--- config.mk ---
export PLATFORM = sky130hd
export DESIGN_NAME = utf8_stream_decoder
export DESIGN_NICKNAME = d
export VERILOG_FILES = /design/src/u8sd_pkg.sv /design/src/utf8_stream_decoder.sv
export VERILOG_INCLUDE_DIRS = /design/src /design/src/src
export SDC_FILE = /design/constraint.sdc
export NUM_CORES = 1
export LEC_CHECK = 0
export BUFFER_PORTS_ARGS = -buffer_cell sky130_fd_sc_hd__buf_2
export CAP_MARGIN = 20
export CORE_UTILIZATION = 51
export DETAILED_ROUTE_END_ITERATION = 16
export PLACE_DENSITY = 0.75
export SYNTH_ARGS = -nofsm -noshare
export SYNTH_HDL_FRONTEND = slang
export SYNTH_SLANG_ARGS = --single-unit
--- constraint.sdc ---
create_clock -name clk -period 4.42 [get_ports clk]
set_input_delay 0.442 -clock clk [delete_from_list [all_inputs] [get_ports clk]]
set_output_delay 0.442 -clock clk [all_outputs]
set_load 0.03 [all_outputs]
--- src/utf8_stream_decoder_assert.svh ---
// Assertion macros for the UTF-8 stream decoder.
`ifndef UTF8_STREAM_DECODER_ASSERT_SVH
`define UTF8_STREAM_DECODER_ASSERT_SVH

`ifndef SYNTHESIS
// Same-cycle implication, disabled while reset is asserted.
`define U8SD_ASSERT_IMPLY(label, clk, rst_n, ante, cons) \
	label: assert property (@(posedge clk) disable iff (!(rst_n)) (ante) |-> (cons)) \
		else $error("u8sd assertion failed");
// Next-cycle implication, disabled while reset is asserted.
`define U8SD_ASSERT_NEXT(label, clk, rst_n, ante, cons) \
	label: assert property (@(posedge clk) disable iff (!(rst_n)) (ante) |=> (cons)) \
		else $error("u8sd assertion failed");
`else
`define U8SD_ASSERT_IMPLY(label, clk, rst_n, ante, cons)
`define U8SD_ASSERT_NEXT(label, clk, rst_n, ante, cons)
`endif

`endif

--- src/u8sd_pkg.sv ---
// Package with status codes and range limits for the UTF-8 stream decoder.
package u8sd_pkg;

	localparam int unsigned CpWidth = 31;

	typedef enum logic [2:0] {
		ST_OK        = 3'd0,
		ST_END       = 3'd1,
		ST_TRUNC     = 3'd2,
		ST_BADBYTE   = 3'd3,
		ST_RANGE     = 3'd4,
		ST_LENGTH    = 3'd5,
		ST_SURROGATE = 3'd6
	} status_t;

	// Sequence lengths, counted in bytes including the lead byte.
	localparam logic [2:0] LEN_2 = 3'd2;
	localparam logic [2:0] LEN_3 = 3'd3;
	localparam logic [2:0] LEN_4 = 3'd4;
	localparam logic [2:0] LEN_5 = 3'd5;
	localparam logic [2:0] LEN_6 = 3'd6;

	// Smallest legal value of each form and the upper limits.
	localparam logic [CpWidth-1:0] MIN_2    = 31'h0000_0080;
	localparam logic [CpWidth-1:0] MIN_3    = 31'h0000_0800;
	localparam logic [CpWidth-1:0] MIN_4    = 31'h0001_0000;
	localparam logic [CpWidth-1:0] MIN_5    = 31'h0020_0000;
	localparam logic [CpWidth-1:0] MIN_6    = 31'h0400_0000;
	localparam logic [CpWidth-1:0] MAX_5    = 31'h03FF_FFFF;
	localparam logic [CpWidth-1:0] LIM_UNI  = 31'h0011_0000;
	localparam logic [CpWidth-1:0] SURR_LO  = 31'h0000_D800;
	localparam logic [CpWidth-1:0] SURR_HI  = 31'h0000_DFFF;

endpackage

--- src/utf8_stream_decoder.sv ---
// UTF-8 stream decoder: bytes in, code points or error status out.
// A byte passes through the input register and then the result register to m_axis (two register stages).
// Throughput: one item per cycle; the input register and the result register both advance
// every cycle unless the result register holds an untaken result.
// Reset (arst_n low) empties both stages, returns the decoder to idle and sets strict_mode to 1.
// Lead and middle bytes of a sequence produce no result item.
`include "utf8_stream_decoder_assert.svh"

module utf8_stream_decoder
	import u8sd_pkg::*;
(
	input  logic        clk,
	input  logic        arst_n,
	// Configuration: strict_mode register.
	input  logic        cfg_wr_en,
	input  logic        cfg_wr_data,
	// Input items.
	input  logic        s_axis_tvalid,
	output logic        s_axis_tready,
	input  logic [7:0]  s_axis_tdata,   // [7:0] data_byte
	input  logic        s_axis_tuser,   // [0] end_of_input
	// Result items.
	output logic        m_axis_tvalid,
	input  logic        m_axis_tready,
	output logic [31:0] m_axis_tdata,   // [30:0] code_point, [31] zero fill
	output logic [2:0]  m_axis_tuser    // [2:0] status
);

	// Configuration register.
	logic strict_q;

	// Input register stage.
	logic       valid_s1;
	logic [7:0] byte_s1;
	logic       end_s1;

	// Decoder state: continuation bytes still due, total length and gathered payload.
	logic [2:0]         bytes_left_q;
	logic [2:0]         seq_len_q;
	logic [CpWidth-1:0] partial_q;

	// Result register stage.
	logic               valid_s2;
	logic [CpWidth-1:0] cp_s2;
	status_t            status_s2;

	// Decode of the item in the input register.
	logic               emit;
	logic [CpWidth-1:0] emit_cp;
	status_t            emit_st;
	logic [2:0]         nxt_left;
	logic [2:0]         nxt_len;
	logic [CpWidth-1:0] nxt_part;
	logic [CpWidth-1:0] shifted;
	logic [2:0]         left_dec;
	status_t            fin_st;

	logic out_free;
	logic s1_adv;

	always_ff @(posedge clk or negedge arst_n) begin
		if (!arst_n) begin
			strict_q <= 1'b1;
		end else if (cfg_wr_en) begin
			strict_q <= cfg_wr_data;
		end
	end

	// The result slot is free when empty or being taken this cycle. The item in the
	// input register moves on when it makes no result, or when the slot is free.
	assign out_free      = !valid_s2 || m_axis_tready;
	assign s1_adv        = valid_s1 && (!emit || out_free);
	assign s_axis_tready = !valid_s1 || s1_adv;

	always_ff @(posedge clk or negedge arst_n) begin
		if (!arst_n) begin
			valid_s1 <= 1'b0;
		end else if (s_axis_tready) begin
			valid_s1 <= s_axis_tvalid;
		end
	end

	always_ff @(posedge clk) begin
		if (s_axis_tready && s_axis_tvalid) begin
			byte_s1 <= s_axis_tdata;
			end_s1  <= s_axis_tuser;
		end
	end

	// Payload after taking one more continuation byte, and the count that remains.
	assign shifted  = {partial_q[CpWidth-7:0], byte_s1[5:0]};
	assign left_dec = bytes_left_q - 3'd1;

	// Checks on the completed value, by the length of its form. The four-byte upper
	// limit follows strict_mode as it stands at the final byte.
	always_comb begin
		case (seq_len_q)
			LEN_2: fin_st = (shifted < MIN_2) ? ST_RANGE : ST_OK;
			LEN_3: begin
				if (shifted < MIN_3) begin
					fin_st = ST_RANGE;
				end else if (shifted >= SURR_LO && shifted <= SURR_HI) begin
					fin_st = ST_SURROGATE;
				end else begin
					fin_st = ST_OK;
				end
			end
			LEN_4: begin
				if (shifted < MIN_4 || (strict_q && shifted >= LIM_UNI)) begin
					fin_st = ST_RANGE;
				end else begin
					fin_st = ST_OK;
				end
			end
			LEN_5: fin_st = (shifted < MIN_5 || shifted > MAX_5) ? ST_RANGE : ST_OK;
			LEN_6: fin_st = (shifted < MIN_6) ? ST_RANGE : ST_OK;
			default: fin_st = ST_BADBYTE;
		endcase
	end

	// Next decoder state and the result, if any. Every result returns the decoder to idle.
	always_comb begin
		emit     = 1'b0;
		emit_cp  = '0;
		emit_st  = ST_OK;
		nxt_left = '0;
		nxt_len  = '0;
		nxt_part = '0;
		if (bytes_left_q == 3'd0) begin
			if (end_s1) begin
				emit    = 1'b1;
				emit_st = ST_END;
			end else if (!byte_s1[7]) begin
				// Plain ASCII byte.
				emit    = 1'b1;
				emit_cp = {{(CpWidth-8){1'b0}}, byte_s1};
			end else if (byte_s1 >= 8'hC2 && byte_s1 <= 8'hDF) begin
				nxt_len  = LEN_2;
				nxt_left = 3'd1;
				nxt_part = {{(CpWidth-5){1'b0}}, byte_s1[4:0]};
			end else if (byte_s1[7:4] == 4'hE) begin
				nxt_len  = LEN_3;
				nxt_left = 3'd2;
				nxt_part = {{(CpWidth-4){1'b0}}, byte_s1[3:0]};
			end else if (byte_s1[7:3] == 5'b11110) begin
				nxt_len  = LEN_4;
				nxt_left = 3'd3;
				nxt_part = {{(CpWidth-3){1'b0}}, byte_s1[2:0]};
			end else if (byte_s1 >= 8'hF8 && byte_s1 <= 8'hFD) begin
				// Legacy five- and six-byte leads.
				if (strict_q) begin
					emit    = 1'b1;
					emit_st = ST_LENGTH;
				end else if (byte_s1 <= 8'hFB) begin
					nxt_len  = LEN_5;
					nxt_left = 3'd4;
					nxt_part = {{(CpWidth-2){1'b0}}, byte_s1[1:0]};
				end else begin
					nxt_len  = LEN_6;
					nxt_left = 3'd5;
					nxt_part = {{(CpWidth-1){1'b0}}, byte_s1[0]};
				end
			end else begin
				// Stray continuation byte, overlong two-byte lead, FE or FF.
				emit    = 1'b1;
				emit_st = ST_BADBYTE;
			end
		end else begin
			if (end_s1) begin
				emit    = 1'b1;
				emit_st = ST_TRUNC;
			end else if (byte_s1[7:6] != 2'b10) begin
				emit    = 1'b1;
				emit_st = ST_BADBYTE;
			end else if (left_dec != 3'd0) begin
				nxt_len  = seq_len_q;
				nxt_left = left_dec;
				nxt_part = shifted;
			end else begin
				emit    = 1'b1;
				emit_st = fin_st;
				emit_cp = (fin_st == ST_OK) ? shifted : '0;
			end
		end
	end

	always_ff @(posedge clk or negedge arst_n) begin
		if (!arst_n) begin
			bytes_left_q <= '0;
			seq_len_q    <= '0;
			partial_q    <= '0;
		end else if (s1_adv) begin
			bytes_left_q <= nxt_left;
			seq_len_q    <= nxt_len;
			partial_q    <= nxt_part;
		end
	end

	always_ff @(posedge clk or negedge arst_n) begin
		if (!arst_n) begin
			valid_s2 <= 1'b0;
		end else if (out_free) begin
			valid_s2 <= s1_adv && emit;
		end
	end

	always_ff @(posedge clk) begin
		if (out_free && s1_adv && emit) begin
			cp_s2     <= emit_cp;
			status_s2 <= emit_st;
		end
	end

	assign m_axis_tvalid = valid_s2;
	assign m_axis_tdata  = {1'b0, cp_s2};
	assign m_axis_tuser  = status_s2;

	// An error or end result never carries a code point.
	`U8SD_ASSERT_IMPLY(a_err_zero_cp, clk, arst_n,
		m_axis_tvalid && m_axis_tuser != ST_OK, m_axis_tdata == 32'd0)
	// While idle, no length or payload is left over from an earlier sequence.
	`U8SD_ASSERT_IMPLY(a_idle_clean, clk, arst_n,
		bytes_left_q == 3'd0, seq_len_q == 3'd0 && partial_q == '0)
	// Within a sequence, fewer continuation bytes remain than its length.
	`U8SD_ASSERT_IMPLY(a_left_below_len, clk, arst_n,
		bytes_left_q != 3'd0, bytes_left_q < seq_len_q)
	// A delivered result leaves the decoder idle.
	`U8SD_ASSERT_NEXT(a_emit_idle, clk, arst_n,
		s1_adv && emit, bytes_left_q == 3'd0)

endmodule
; ---- After elaboration in Yosys (flattened, before gate mapping)
; Cells that the tools add are included.
[totals]
register_bits = 77
inputBits = 15
out_inout_bits = 37
elab_cells = 127
[op_classes]
addsub = 1
magnitude_cmp = 14
eq_ne = 9
n_mux = 72
n_reduce_logical = 21
[ops]
columns = op, count
row1 = $mux W31, 5
row2 = $mux W3, 40
row3 = $mux W25, 4
row4 = $ge A31 B16 Y1 const B, 1
row5 = $ge A31 B21 Y1 const B, 1
row6 = $gt A31 B26 Y1 const B, 1
row7 = $le A31 B16 Y1 const B, 1
row8 = $lt A31 B12 Y1 const B, 1
row9 = $lt A31 B17 Y1 const B, 1
row10 = $lt A31 B22 Y1 const B, 1
row11 = $lt A31 B27 Y1 const B, 1
row12 = $lt A31 B8 Y1 const B, 1
row13 = $le A8 B8 Y1 const B, 3
row14 = $ge A8 B8 Y1 const B, 2
row15 = $mux W5, 3
row16 = $pmux W3 S5, 1
row17 = $mux W7, 2
row18 = $mux W1, 12
row19 = $eq A3 B3 Y1 const B, 3
row20 = $logic_and A1 B1 Y1, 9
row21 = $mux W2, 4
row22 = $eq A3 B2 Y1 const B, 2
row23 = $logic_not A3 Y1, 2
row24 = $eq A5 B5 Y1 const B, 1
row25 = 9 further kinds, 15

; ---- Logic depth before layout (Yosys ltp)
[logic_depth]
depth_word = 14
ltp_mapped = 9
depth_no_buf = 8

; ---- Worst setup path before layout
; OpenSTA, ideal clock, no wires.
[synth_timing]
kind = register to register
startpoint = register bytes_left_q[0]
endpoint = register cp_s2[0] (enable)
setup_ps = 468
arrival_ps = 3892
required_time_ps = 3952
path_slack_ps = 61
stages_incl_launch_ff = 7
n_path_buf = 0
synth_period_minus_slack_ps = 4359
path_cell_list = dfrtp_1 inv_1 ha_1 or2b_2 nor4_4 nor2_1 nor3_1
[synth_via]
elab_chain_cells = 11
elab_cells_between_ends = 12
cone_classes = add/sub: 1 / mux: 4 / reduce/logical: 7
[synth_lines]
columns = item, line
row1 = from (decl), utf8_stream_decoder.sv:38  ; logic [2:0] bytes_left_q;
row2 = from (signal assigned), utf8_stream_decoder.sv:193  ; bytes_left_q <= nxt_left;
row3 = $sub A3 B1 Y3, utf8_stream_decoder.sv:92  ; assign left_dec = bytes_left_q - 3'd1;
row4 = $reduce_bool A3 Y1, utf8_stream_decoder.sv:175  ; end else if (left_dec != 3'd0) begin
row5 = $mux W1, utf8_stream_decoder.sv:175
row6 = $mux W1, utf8_stream_decoder.sv:172  ; end else if (byte_s1[7:6] != 2'b10) begin
row7 = $mux W1, utf8_stream_decoder.sv:169  ; if (end_s1) begin
row8 = $mux W1 (*), utf8_stream_decoder.sv:129  ; if (bytes_left_q == 3'd0) begin
row9 = $logic_not A1 Y1, utf8_stream_decoder.sv:72  ; assign s1_adv = valid_s1 && (!emit || out_free);
row10 = $logic_or A1 B1 Y1, utf8_stream_decoder.sv:72
row11 = $logic_and A1 B1 Y1, utf8_stream_decoder.sv:72
row12 = $logic_and A1 B1 Y1, utf8_stream_decoder.sv:208  ; if (out_free && s1_adv && emit) begin
row13 = $logic_and A1 B1 Y1 (*), utf8_stream_decoder.sv:208
row14 = to (signal assigned), utf8_stream_decoder.sv:209  ; cp_s2 <= emit_cp;
row15 = to (decl), utf8_stream_decoder.sv:44  ; logic [CpWidth-1:0] cp_s2;
; Every way passes the cells marked *; elsewhere a longest branch is shown, timed or not.
; A chain may end at the register's enable or synchronous reset.

; ---- Worst setup path after layout
[layout_timing]
startpoint = register bytes_left_q[0]
endpoint = output port s_axis_tready
[layout_via]
elab_chain_cells = 10
elab_cells_between_ends = 11
cone_classes = add/sub: 1 / mux: 4 / reduce/logical: 6
[layout_lines]
columns = item, line
row1 = $sub A3 B1 Y3, utf8_stream_decoder.sv:92
row2 = $reduce_bool A3 Y1, utf8_stream_decoder.sv:175
row3 = $mux W1, utf8_stream_decoder.sv:175
row4 = $mux W1, utf8_stream_decoder.sv:172
row5 = $mux W1, utf8_stream_decoder.sv:169
row6 = $mux W1 (*), utf8_stream_decoder.sv:129
row7 = $logic_not A1 Y1 (*), utf8_stream_decoder.sv:72
row8 = $logic_or A1 B1 Y1 (*), utf8_stream_decoder.sv:72
row9 = $logic_and A1 B1 Y1 (*), utf8_stream_decoder.sv:72
row10 = $logic_or A1 B1 Y1 (*), utf8_stream_decoder.sv:73  ; assign s_axis_tready = !valid_s1 || s1_adv;
row11 = to (decl), utf8_stream_decoder.sv:19  ; output logic s_axis_tready,
; Marked as above.

==> out/qor_table.md <==
| Item | This run |
|:---|:---|
| Core region area | 6760 sq um |
| Routed metal-1 wirelength | 3.06 mm |
| Area of placed instances | 3800 sq um |
| Number of inserted diodes | 0 |
| Synthesized net count | 330 |
| Overall Global Routing Usage | 20.3% |
| Synth top area share | 36.4% |
| Critical path data arrival time | 2430 ps |
| Max frequency | 348 MHz |
| Site Rows | 30 |
| Count of filler cells inserted in the layout | 574 |
| Final Core Density | 59.2% |
| Max cap viols | 0 |
| Iter 0 DRT Violations | 133 |
| Number of detailed-routing iterations run before antenna repair | 4 |
| Post-route cell area | 4000 sq um |
| Clock root buffer master | sky130_fd_sc_hd__clkbuf_8 |
| Critical path class | flop to output port |
| Netlist area before placement | 3550 sq um |
| Number of buffers created by CTS | 9 |
| Hold buffer count at CTS | 0 |
| Sequential cell area | 2140 sq um |
| Worst slew margin relative to its limit | 39.8% |
| Syn-to-layout area delta | 12.7% |
| Post-layout power | 1.60 mW |
| Number of non-filler instances in the completed layout | 446 |
| Required time of the critical path | 3980 ps |
| Ratio of routed vias to standard cells | 5.54 |
| GRT overflow | 0 |
| Total detailed-routing wirelength | 6.84 mm |
| Die outline height | 85.4 microns |
| Initial antenna violation count | 0 |
| Buffers plus inverters on the worst setup path | 2 |
| Setup Total Neg Slack | 0 ps |
| Placed Cells incl. Taps | 430 |
| Fraction of final layout cells with drive strength greater than 1 | 23.8% |
| Final antenna-violating net count | 0 |
| Max incr delay on CP | 490 ps |
| Slowest stage cell, crit path | sky130_fd_sc_hd__nor4_4 |
| Final number of setup-violating endpoints | 0 |
| Width of the die | 85.4 microns |
| Number of vias in the routed layout | 2,470 |
| Average cell area after synthesis | 11.4 sq um |
| Leading post-synthesis cells by cell area | sky130_fd_sc_hd__edfxtp_1 (36%), sky130_fd_sc_hd__dfrtp_1 (23%), sky130_fd_sc_hd__nand2_1 (6.1%), sky130_fd_sc_hd__and2_1 (4.4%), sky130_fd_sc_hd__nand3_1 (3.5%) |
| Initial Util | 52.5% |
| Power Dens Cells | 400 nW/um^2 |
| Insertion delay to the later sink of the worst-skew pair | 350 ps |
| Vias in the first global route | 2,302 |
| Yosys top cell by area | sky130_fd_sc_hd__edfxtp_1 |
| Met2 wirelength from detailed routing | 3.39 mm |
| Total Die Area | 7290 sq um |
| Setup crit start kind | flop |
| CTS clk-pin slew, worst paths | 80 ps |
| Class of the most critical hold timing path | input pin to asynchronous set/reset pin |
| Total clock sinks | 77 |
| Layout net count | 379 |
| Status | finished, final reports clean |
| Setup repair after global routing missed its margin | false |
| Number of endpoints with negative hold slack in the final report | 0 |
| Share of the clock period used by the worst path | 65.1% |
| List of cells traversed by the critical path | inv_1, ha_1, or2b_2, nor4_4, nor2_1, nand3_1, buf_2 |
| Global-route wire length before repair | 11.2 mm |
| Yosys warnings | 0 |
| Number of enable-type register cells in the synthesized netlist | 43 |
| Sequential fraction of the synthesis area | 60.4% |
| Standby leakage power | 1.77 nW |
| Number of distinct library cell variants in the gate-level netlist after synthesis | 49 |
| Number of H-tree levels | 3 |
| Residual DRC count | 0 |
| Async SR Flop Fraction | 44.2% |
| Maximum root-to-sink buffer count | 2 |
| Final HPWL from detailed placement | 4.78 mm |
| Number of buffer cells added on primary ports | 50 |
| Boundary Pins | 52 |
| Worst-margin pin slew | 903 ps |
| Post-synthesis instance total | 312 |
| Tmin final | 2880 ps |
| Largest clock skew in the final design | 7.79 ps |
| Final max-slew violation count | 0 |
| Final estimated routing congestion in global placement | 0.914 |
| Most frequently used flop master after synthesis | sky130_fd_sc_hd__edfxtp_1 |
| TritonCTS clock tree | yes |
| Post-CTS Setup Inserts | 0 |
| #FFs+latches synth | 77 |
| Footprint of the multi-input gates | 1250 sq um |
| Routed len/inst | 15.3 microns |
| Maximum fanout along the worst path | 6 |
| Worst Setup End Kind | output port |
| Commonest non-fill, non-tap cells in the layout | sky130_fd_sc_hd__nand2_1 (58), sky130_fd_sc_hd__buf_2 (50), sky130_fd_sc_hd__edfxtp_1 (43), sky130_fd_sc_hd__dfrtp_1 (33) |
| Met3 wirelength from detailed routing | 290 microns |
| Family with the most delay on the worst path | simple AND/OR/NAND/NOR gates |
| Pin count of the biggest net entering global routing | 35 |
| Leading cell type in the layout, fill and taps excluded | sky130_fd_sc_hd__nand2_1 |
| Total of cells resized after clock tree synthesis | 0 |
| Worst vdd ir | 0.288 mV |
| Highest routing layer actually used | met4 |
## final timing paths
path,startpoint,to,slack [ps],cells past startpoint
worst min register to register,partial_q[22]$_DFFE_PN0P_,partial_q[22]$_DFFE_PN0P_,480,2
worst max-delay path,bytes_left_q[0]$_DFFE_PN0P_,s_axis_tready,1540,7
worst max register to register,byte_s1[3]$_DFFE_PP_,partial_q[2]$_DFFE_PN0P_,1670,6
min in group clk,cfg_wr_en,strict_q$_DFFE_PN1P_,240,2
worst min-delay path,arst_n,seq_len_q[1]$_DFFE_PN0P_,160,1
max in group asynchronous,arst_n,partial_q[22]$_DFFE_PN0P_,3790,1
## Yosys cell counts, types with 2 or more instances
master and count:
sky130_fd_sc_hd__nand4_1 2, sky130_fd_sc_hd__o2111ai_1 2, sky130_fd_sc_hd__o21ai_2 4, sky130_fd_sc_hd__clkbuf_1 5, sky130_fd_sc_hd__o21ai_0 12, sky130_fd_sc_hd__o21a_1 7, sky130_fd_sc_hd__ha_1 3, sky130_fd_sc_hd__mux2_2 2
sky130_fd_sc_hd__nand3_1 25, sky130_fd_sc_hd__a31oi_1 3, sky130_fd_sc_hd__nand3b_1 2, sky130_fd_sc_hd__a21oi_1 7, sky130_fd_sc_hd__o32a_1 2, sky130_fd_sc_hd__buf_6 8, sky130_fd_sc_hd__o221ai_1 2, sky130_fd_sc_hd__nor2b_1 3
sky130_fd_sc_hd__or4_4 2, sky130_fd_sc_hd__edfxtp_1 43, sky130_fd_sc_hd__or2b_2 2, sky130_fd_sc_hd__nor2_1 16, sky130_fd_sc_hd__nand2b_1 2, sky130_fd_sc_hd__or4_1 4, sky130_fd_sc_hd__inv_1 8, sky130_fd_sc_hd__dfrtp_1 33
sky130_fd_sc_hd__nand2_1 58, sky130_fd_sc_hd__nor3_1 4, sky130_fd_sc_hd__and2_1 25, sky130_fd_sc_hd__nor4_1 3, sky130_fd_sc_hd__nor4_4 2, sky130_fd_sc_hd__nor3b_1 2
## metrics by stage
step / hold WS, ps / worst slack (ps)
global route: 222 / 1380
finish: 155 / 1540
detailed placement: 467 / 1710
global placement: 469 / 1740
CTS: 173 / 1530
floorplan: 146 / 60.6
## routing by layer
metal / GRT usage, % / vias to the layer above
met1: 26.3 / 1182
met3: 5.25 / 9
met5: 0 / -
met2: 33.3 / 69
met4: 7.42 / 0
li1: - / 1210
## logic make-up (layout without fill, tap and decap cells)
kind of cell	Yosys count	count (layout)	share of synthesized area, %
and+or+nand+nor	156	156	23.0
AOI/OAI and AO/OA	48	48	9.87
adders and majority gates	3	3	1.06
xor gates and xnor gates	1	1	0.247
other	1	1	0.106
muxes	3	3	0.917
buffers and inverters	23	77	4.41
DFF	77	77	60.4
## power breakdown
| group | switching [mW] | total [mW] | leakage, nW | internal [mW] |
|---|---|---|---|---|
| logic | 0.160 | 0.221 | 0.771 | 0.0615 |
| registers | 0.0320 | 0.846 | 0.889 | 0.814 |
| clock network | 0.259 | 0.534 | 0.106 | 0.275 |
## area by class of cell
type	instances	area share, %
multi-input cells	212	31.3
clock buffers	10	3.44
clock inverters	6	1.56
inverters	8	0.751
flip-flops and latches	77	53.6
repair buffers	53	6.82
well taps	80	2.50
## registers in the layout, summed over array words and instances, names as in the netlist
signal / count
m_axis_tvalid: 1
partial_q: 25
cp_s2: 31
end_s1: 1
valid_s1: 1
m_axis_tuser: 3
strict_q: 1
seq_len_q: 3
byte_s1: 8
bytes_left_q: 3
Note: power is estimated with default switching activity, not from simulation.
